**src/rtl/core/srfp_pkg.sv**
```systemverilog
// shared types, microcode table and register indexes for the speed ramp profiler
package srfp_pkg;

    typedef struct packed {
        logic [15:0] time_step;
        logic        on_curve;
        logic        leader_present;
        logic [31:0] leader_position;
        logic [15:0] leader_speed;
    } tick_item_t;

    typedef struct packed {
        logic        mode_changed;
        logic [1:0]  motion_mode_out;
        logic [15:0] speed_out;
        logic [31:0] position_out;
    } result_item_t;

    localparam int unsigned CFG_IDX_W = 2;
    localparam int unsigned STEP_W    = 2;
    localparam int unsigned STEPS     = 4;

    typedef enum logic [CFG_IDX_W-1:0] {
        REG_STRAIGHT_LIMIT = 2'd0,
        REG_CURVE_LIMIT    = 2'd1,
        REG_RAMP_RATE      = 2'd2,
        REG_VEHICLE_LEN    = 2'd3
    } cfg_reg_t;

    // motion mode as reported in a result transaction
    typedef enum logic [1:0] {
        MOTION_IDLE   = 2'd0,
        MOTION_ACCEL  = 2'd1,
        MOTION_CRUISE = 2'd2,
        MOTION_DECEL  = 2'd3
    } motion_code_t;

    typedef enum logic [1:0] {
        MUL_NONE  = 2'd0,
        MUL_RAMP  = 2'd1,
        MUL_SPEED = 2'd2
    } mul_op_t;

    typedef enum logic [1:0] {
        COND_NONE        = 2'd0,
        COND_NO_ITEM     = 2'd1,
        COND_OUT_BLOCKED = 2'd2
    } jump_cond_t;

    // datapath part of a control word
    typedef struct packed {
        logic    take;
        mul_op_t mul_op;
        logic    upd_motion;
        logic    finish;
    } ctrl_t;

    // status fed back to the sequencer for conditional jumps
    typedef struct packed {
        logic item_avail;
        logic out_blocked;
    } stat_t;

    typedef struct packed {
        ctrl_t             ctrl;
        jump_cond_t        cond;
        logic [STEP_W-1:0] next;
    } ucode_t;

    // program: take tick, pick target and multiply ramp by time step, ramp speed, position multiply, write back
    localparam ucode_t UCODE [STEPS] = '{
        '{ctrl: '{take: 1'b1, mul_op: MUL_RAMP, upd_motion: 1'b0, finish: 1'b0},
          cond: COND_NO_ITEM, next: 2'd1},
        '{ctrl: '{take: 1'b0, mul_op: MUL_NONE, upd_motion: 1'b1, finish: 1'b0},
          cond: COND_NONE, next: 2'd2},
        '{ctrl: '{take: 1'b0, mul_op: MUL_SPEED, upd_motion: 1'b0, finish: 1'b0},
          cond: COND_NONE, next: 2'd3},
        '{ctrl: '{take: 1'b0, mul_op: MUL_NONE, upd_motion: 1'b0, finish: 1'b1},
          cond: COND_OUT_BLOCKED, next: 2'd0}
    };

endpackage

```
**src/rtl/core/speed_ramp_follow_profiler_core.sv**
```systemverilog
// top level: trapezoidal speed profiler with curve and leader speed caps
// a tick runs a 4-step microcode program over one shared 32x16 multiplier
// the result is registered in the finish step; the next tick waits until that step
// a finished result may wait in the output register while the next tick is taken
// reset clears speed, position and mode to idle and loads the default limits
// config writes are always ready
module speed_ramp_follow_profiler_core #(
    parameter int unsigned FRAC_BITS = 16
) (
    input  logic                           clk,
    input  logic                           rst_n,
    input  logic                           tick_valid,
    output logic                           tick_stall,
    input  srfp_pkg::tick_item_t           tick,
    output logic                           result_valid,
    input  logic                           result_stall,
    output srfp_pkg::result_item_t         result,
    input  logic                           cfg_valid,
    output logic                           cfg_ready,
    input  logic [srfp_pkg::CFG_IDX_W-1:0] cfg_index,
    input  logic [15:0]                    cfg_data
);
    import srfp_pkg::*;

    ctrl_t ctrl;
    stat_t stat;

    assign tick_stall = !ctrl.take;
    assign cfg_ready  = 1'b1;

    srfp_seq u_seq (
        .clk   (clk),
        .rst_n (rst_n),
        .stat  (stat),
        .ctrl  (ctrl)
    );

    srfp_dp #(
        .FRAC_BITS (FRAC_BITS)
    ) u_dp (
        .clk          (clk),
        .rst_n        (rst_n),
        .ctrl         (ctrl),
        .stat         (stat),
        .tick_valid   (tick_valid),
        .tick         (tick),
        .cfg_we       (cfg_valid & cfg_ready),
        .cfg_index    (cfg_index),
        .cfg_data     (cfg_data),
        .result_valid (result_valid),
        .result_stall (result_stall),
        .result       (result)
    );

endmodule

```
**src/rtl/core/srfp_seq.sv**
```systemverilog
// microcode sequencer: step counter, control rom and conditional hold
module srfp_seq (
    input  logic           clk,
    input  logic           rst_n,
    input  srfp_pkg::stat_t stat,
    output srfp_pkg::ctrl_t ctrl
);
    import srfp_pkg::*;

    logic [STEP_W-1:0] step_reg;
    logic [STEP_W-1:0] step_next;
    ucode_t            word;
    logic              stay;

    assign word = UCODE[step_reg];

    always_comb
    begin
        case (word.cond)
            COND_NONE:        stay = 1'b0;
            COND_NO_ITEM:     stay = !stat.item_avail;
            COND_OUT_BLOCKED: stay = stat.out_blocked;
            default:          stay = 1'b0;
        endcase
    end

    // a held step issues no datapath action
    assign ctrl      = stay ? '0 : word.ctrl;
    assign step_next = stay ? step_reg : word.next;

    always_ff @(posedge clk or negedge rst_n)
    begin
        if (!rst_n)
        begin
            step_reg <= '0;
        end
        else
        begin
            step_reg <= step_next;
        end
    end

endmodule

```
**src/rtl/core/srfp_dp.sv**
```systemverilog
// datapath: config registers, shared multiplier, speed/position state, result register
module srfp_dp #(
    parameter int unsigned FRAC_BITS = 16
) (
    input  logic                            clk,
    input  logic                            rst_n,
    input  srfp_pkg::ctrl_t                 ctrl,
    output srfp_pkg::stat_t                 stat,
    input  logic                            tick_valid,
    input  srfp_pkg::tick_item_t            tick,
    input  logic                            cfg_we,
    input  logic [srfp_pkg::CFG_IDX_W-1:0]  cfg_index,
    input  logic [15:0]                     cfg_data,
    output logic                            result_valid,
    input  logic                            result_stall,
    output srfp_pkg::result_item_t          result
);
    import srfp_pkg::*;

    localparam int unsigned SH_L = (FRAC_BITS >= 16) ? FRAC_BITS - 16 : 0;
    localparam int unsigned SH_R = (FRAC_BITS < 16) ? 16 - FRAC_BITS : 0;

    typedef enum logic [3:0] {
        MODE_IDLE   = 4'b0001,
        MODE_ACCEL  = 4'b0010,
        MODE_CRUISE = 4'b0100,
        MODE_DECEL  = 4'b1000
    } mode_t;

    logic [15:0] straight_reg, curve_reg, ramp_reg;
    logic [14:0] vlen_reg;

    logic [15:0] dt_reg;
    logic [15:0] target_reg, target_next;
    logic [47:0] prod_reg;
    logic [31:0] speed_reg, speed_next;
    logic [47:0] pos_reg;
    mode_t       mode_reg, mode_next;
    logic        changed_reg, changed_next;

    logic        result_valid_reg;
    result_item_t result_reg;

    logic        take;
    logic [47:0] far_pos;
    logic [48:0] near_pos;
    logic        close;
    logic [15:0] tgt_a;

    logic [47:0] tgt_wide;
    logic [31:0] tgt_acc;
    logic [47:0] inc;
    logic [47:0] acc_sum;
    logic [31:0] acc_sat;
    logic [47:0] dec_lim;

    logic [31:0] mul_a;
    logic [15:0] mul_b;
    logic [47:0] step_val;
    logic [48:0] pos_sum;
    logic [47:0] pos_next;
    logic [31:0] speed_sh;
    motion_code_t mode_code;

    assign take = ctrl.take & tick_valid;

    // target choice: curve cap, then leader cap when inside twice the vehicle length
    always_comb
    begin
        far_pos  = {tick.leader_position, 16'b0};
        near_pos = {1'b0, pos_reg} + 49'({vlen_reg, 17'b0});
        close    = {1'b0, far_pos} < near_pos;
        tgt_a    = straight_reg;
        if (tick.on_curve && (curve_reg < tgt_a))
        begin
            tgt_a = curve_reg;
        end
        target_next = tgt_a;
        if (tick.leader_present && close && (tick.leader_speed < tgt_a))
        begin
            target_next = tick.leader_speed;
        end
    end

    // motion update
    always_comb
    begin
        tgt_wide = 48'(target_reg) << FRAC_BITS;
        tgt_acc  = (|tgt_wide[47:32]) ? '1 : tgt_wide[31:0];
        inc      = ({16'b0, prod_reg[31:0]} << SH_L) >> SH_R;
        acc_sum  = {16'b0, speed_reg} + inc;
        acc_sat  = (|acc_sum[47:32]) ? '1 : acc_sum[31:0];
        dec_lim  = {16'b0, tgt_acc} + inc;

        speed_next   = speed_reg;
        mode_next    = mode_reg;
        changed_next = 1'b0;
        case (mode_reg)
            MODE_IDLE:
            begin
                if (target_reg != '0)
                begin
                    mode_next    = MODE_ACCEL;
                    changed_next = 1'b1;
                end
            end
            MODE_ACCEL:
            begin
                speed_next = acc_sat;
                if (acc_sat >= tgt_acc)
                begin
                    speed_next   = tgt_acc;
                    mode_next    = MODE_CRUISE;
                    changed_next = 1'b1;
                end
            end
            MODE_CRUISE:
            begin
                if (speed_reg > tgt_acc)
                begin
                    mode_next    = MODE_DECEL;
                    changed_next = 1'b1;
                end
            end
            MODE_DECEL:
            begin
                if ({16'b0, speed_reg} <= dec_lim)
                begin
                    speed_next   = tgt_acc;
                    mode_next    = MODE_CRUISE;
                    changed_next = 1'b1;
                end
                else
                begin
                    speed_next = speed_reg - inc[31:0];
                end
            end
            default:
            begin
                mode_next = MODE_IDLE;
            end
        endcase
    end

    // shared multiplier operands
    always_comb
    begin
        case (ctrl.mul_op)
            MUL_RAMP:
            begin
                mul_a = {16'b0, ramp_reg};
                mul_b = tick.time_step;
            end
            MUL_SPEED:
            begin
                mul_a = speed_reg;
                mul_b = dt_reg;
            end
            default:
            begin
                mul_a = '0;
                mul_b = '0;
            end
        endcase
    end

    // position integration and result fields
    always_comb
    begin
        step_val = prod_reg >> FRAC_BITS;
        pos_sum  = {1'b0, pos_reg} + {1'b0, step_val};
        pos_next = pos_sum[48] ? '1 : pos_sum[47:0];
        speed_sh = speed_reg >> FRAC_BITS;
        case (mode_reg)
            MODE_IDLE:   mode_code = MOTION_IDLE;
            MODE_ACCEL:  mode_code = MOTION_ACCEL;
            MODE_CRUISE: mode_code = MOTION_CRUISE;
            MODE_DECEL:  mode_code = MOTION_DECEL;
            default:     mode_code = MOTION_IDLE;
        endcase
    end

    always_ff @(posedge clk or negedge rst_n)
    begin
        if (!rst_n)
        begin
            straight_reg     <= 16'd2000;
            curve_reg        <= 16'd1000;
            ramp_reg         <= 16'd500;
            vlen_reg         <= 15'd1000;
            speed_reg        <= '0;
            pos_reg          <= '0;
            mode_reg         <= MODE_IDLE;
            changed_reg      <= 1'b0;
            result_valid_reg <= 1'b0;
        end
        else
        begin
            if (cfg_we)
            begin
                case (cfg_reg_t'(cfg_index))
                    REG_STRAIGHT_LIMIT: straight_reg <= cfg_data;
                    REG_CURVE_LIMIT:    curve_reg    <= cfg_data;
                    REG_RAMP_RATE:      ramp_reg     <= cfg_data;
                    REG_VEHICLE_LEN:    vlen_reg     <= cfg_data[14:0];
                    default:            ;
                endcase
            end
            if (ctrl.upd_motion)
            begin
                speed_reg   <= speed_next;
                mode_reg    <= mode_next;
                changed_reg <= changed_next;
            end
            if (ctrl.finish)
            begin
                pos_reg          <= pos_next;
                result_valid_reg <= 1'b1;
            end
            else if (result_valid_reg && !result_stall)
            begin
                result_valid_reg <= 1'b0;
            end
        end
    end

    always_ff @(posedge clk)
    begin
        if (take)
        begin
            dt_reg     <= tick.time_step;
            target_reg <= target_next;
        end
        if (ctrl.mul_op != MUL_NONE)
        begin
            prod_reg <= mul_a * mul_b;
        end
        if (ctrl.finish)
        begin
            result_reg.mode_changed    <= changed_reg;
            result_reg.motion_mode_out <= mode_code;
            result_reg.speed_out       <= speed_sh[15:0];
            result_reg.position_out    <= pos_next[47:16];
        end
    end

    assign stat.item_avail  = tick_valid;
    assign stat.out_blocked = result_valid_reg & result_stall;
    assign result_valid     = result_valid_reg;
    assign result           = result_reg;

endmodule
```
**config.mk**
```make
export PLATFORM = sky130hd
export DESIGN_NAME = speed_ramp_follow_profiler_core
export DESIGN_NICKNAME = d
export VERILOG_FILES = /design/src/rtl/core/srfp_pkg.sv /design/src/rtl/core/speed_ramp_follow_profiler_core.sv /design/src/rtl/core/srfp_seq.sv /design/src/rtl/core/srfp_dp.sv
export SDC_FILE = /design/constraint.sdc
export NUM_CORES = 2
export LEC_CHECK = 0
export ABC_AREA = 1
export BUFFER_PORTS_ARGS = -buffer_cell sky130_fd_sc_hd__buf_2
export CORE_MARGIN = 2
export CORE_UTILIZATION = 55
export DETAILED_ROUTE_END_ITERATION = 8
export PLACE_DENSITY = 0.72
export SLEW_MARGIN = 10
export SYNTH_ARGS = -nofsm -noshare
export SYNTH_HDL_FRONTEND = slang
export SYNTH_SLANG_ARGS = --single-unit
```
**constraint.sdc**
```tcl
create_clock -name clk -period 22.7 [get_ports clk]
set_input_delay 4.54 -clock clk [delete_from_list [all_inputs] [get_ports clk]]
set_output_delay 4.54 -clock clk [all_outputs]
set_load 0.02 [all_outputs]
```
==> key figures <==
Detailed routing
  – Post-Route WL: around 120000 microns
  – Post-route ant nets: 0
  – Max Used Layer: met4
  – Routed via count: roughly 35000
  – Metal3 WL: 10500 microns
  – Met1 WL: roughly 53000 microns
  – Number of DRC markers in iteration 0: about 3300
  – DR vias/cell: around 5.6
  – Wirelength per Cell: 20.0 microns
  – Drt drc: 0
  – Metal2 WL: 56300 microns
  – First-pass DRT Iterations: 6

Global routing
  – First-pass GRT wire length: between 150000 and 200000 microns
  – Overall Global Routing Usage: between 30% and 40%
  – Initial antenna violation count: 4
  – Number of global-route vias before repair: roughly 34000
  – Remaining Overflow, GRT: 0
  – Largest net degree at the start of global routing: 80

Logic synthesis
  – Cells after synthesis: 5184
  – Cell variety after synth: 63
  – Synth Cell Area: just under 40000 sq um
  – Yosys warning total: 0
  – Asr flop ratio synth: approximately 54%
  – Avg Cell Area, Syn: about 7.5 sq um
  – Post-synthesis register bit count: 282
  – Post-synthesis sequential area ratio: between 10% and 20%
  – Number of synthesized flops with an enable pin: 131
  – Synthesized Nets: between 6000 and 7000
  – Primary FF master, synth: edfxtp_1

Power
  – Peak supply drop: around 0.00011 V
  – PwrDens: about 160 nW/um^2
  – Tot Pwr: ~6.7 mW
  – P_leak: 21.8 nW

Clocking
  – Clock Sinks: approximately 280
  – Reg clk slew, reported paths: approximately 0.06 ns
  – TritonCTS buffer count: 35
  – Post-CTS Setup Inserts: 0
  – TritonCTS clock tree: yes
  – Root Buffer: clkbuf_16
  – Hold buffer count at cts: 0
  – # resized after CTS: 0
  – H-tree Lvls: 2
  – Worst skew pair latency: between 0.5 and 0.6 ns
  – Clock buffer depth: 3

Timing
  – Max Clock Skew: ~0.042 ns
  – RSZ-0062 raised after global routing: no
  – Setup ws final: 10.89 ns
  – Worst-Margin Slew: about 1.1 ns
  – Fin. Hold Viols: 0
  – Max Freq: approximately 85 MHz
  – Tmin final: about 12 ns
  – Setup TNS: 0 ns
  – Setup violations, final: 0
  – Max-slew violation count: 0
  – Slew margin rel.: between 20% and 30%
  – Tcrit/Tclk final: approximately 52%

Floorplanning
  – Core ar.: ~70000 sq um
  – Initial Utilization: between 50 and 60%
  – Row count: 97
  – DIE AREA: roughly 73000 sq um
  – Chip height: ~270 microns
  – Io pins: between 100 and 150
  – Die Wd: between 200 and 300 microns

Worst setup path
  – Flop-to-flop setup slack: 14.21 ns
  – Worst EP arrival: roughly 12 ns
  – R2R depth: 26
  – CP max-delay cell: a22o_1
  – Most used cell, CP: fa_1
  – CP max FO: 29
  – Startpoint types: input port
  – Crit path capture type: register
  – WP data required: between 20 and 25 ns
  – Setup CP Type: in -> reg
  – Critical path's largest stage delay: 0.78 ns

Flow run
  – Max Cap Viol: 0

Finish
  – Layout Nets: between 6000 and 7000
  – Fill count: about 6600
  – Most common cell after layout, fill and taps aside: nand2_1
  – Layout area overhead: 7.14%
  – Proportion of layout cells with a drive suffix above 1: under 10%
  – Max reg flops: about 50
  – Final std cell area, no fill: approximately 42000 sq um
  – Most frequent cells in the layout: nand2_1 (1277), inv_1 (1047), fa_1 (423), nor2_1 (408), ha_1 (362)

Worst hold path
  – Hold Path Class: reg -> reg
  – Hold path cells: 0

Place
  – Routability congestion estimate: 0.991
  – PortBufs: around 140
  – Placed Area: slightly above 40000 sq um
  – Hpwl dp: approximately 100000 microns
  – Pre-CTS setup slack: roughly 10 ns

Status
  – Status: completed
-- logic make-up after synthesis --
kind of cell	share of synthesized area, %
AND/OR/NAND/NOR	21.5
buffers and inverters	12.1
adder cells (fa/ha/maj)	33.2
AO/OA/AOI/OAI	10.3
flip-flops	19.8
XOR/XNOR	3.09
other	0.00959
-- Yosys cell counts, drive strengths merged, types with 14 or more instances --
cell / count / area, sq um
clkinv: 15 / 56.3
dfstp: 25 / 657
inv: 1066 / 4000
o21bai: 28 / 221
ha: 362 / 4530
dfrtp: 126 / 3150
clkbuf: 96 / 362
a31oi: 40 / 250
xor2: 100 / 876
fa: 423 / 8470
edfxtp: 131 / 3930
nand3: 192 / 1030
o22ai: 14 / 87.6
a21oi: 270 / 1400
a21o: 20 / 150
o21ai: 285 / 1430
o21a: 20 / 151
nor4: 25 / 171
nor3: 30 / 160
xnor2: 38 / 333
nand2: 1290 / 4880
nor2: 422 / 1630
buf: 47 / 307
nand4: 48 / 322
-- per-stage QoR --
stage / instances / utilization [%] / hold WS [ns]
2_1_floorplan: 5184 / - / 0.425
3_3_place_gp: 6159 / 57.9 / 0.433
3_5_place_dp: 6159 / 57.9 / 0.449
4_1_cts: 6223 / 59.7 / 0.463
5_1_grt: 6223 / 59.7 / 0.489
6_report: 6226 / 59.7 / 0.472
-- cell type report --
cell class / instances / area [sq um] / area share [%]
clock inverters: 26 / 340 / 0.812
well taps: 940 / 1180 / 2.81
inverters: 1081 / 4060 / 9.69
clock buffers: 38 / 897 / 2.14
flip-flops and latches: 282 / 7740 / 18.5
repair buffers: 178 / 990 / 2.36
diodes: 3 / 7.51 / 0.0179
multi-input cells: 3678 / 26700 / 63.7
-- critical path, delay by kind of cell --
family | cells | cell delay (ns)
fa+ha+maj | 7 | 3.57
simple gates | 7 | 0.92
compound gates | 8 | 2.23
xor+xnor | 1 | 0.15
buf+inv | 6 | 0.65
-- worst paths after layout --
kind,end,start
max reg2reg,u_dp.prod_reg[43],u_seq.step_reg[0]
max,u_dp.prod_reg[43],result_stall
min in group asynchronous,u_dp.pos_reg[33],rst_n
max in group asynchronous,u_dp.speed_reg[11],rst_n
min reg2reg,u_dp.result[50],u_dp.changed_reg
min,u_dp.result[50],u_dp.changed_reg
-- power by group --
part           internal [mW]  leakage (nW)  switching (mW)  total, mW
Combinational           1.63          18.1            3.37       5.00
Sequential             0.839          3.11           0.235       1.07
Clock                  0.360         0.596           0.248      0.608
-- layer usage --
| metal | up-vias | track usage [%] |
|---|---|---|
| met4 | 0 | 12.6 |
| met1 | 16671 | 46.4 |
| met3 | 266 | 6.03 |
| met2 | 1502 | 54.9 |
| li1 | 16284 | - |
| met5 | - | 0 |
Power figures use the tool's default switching activity.
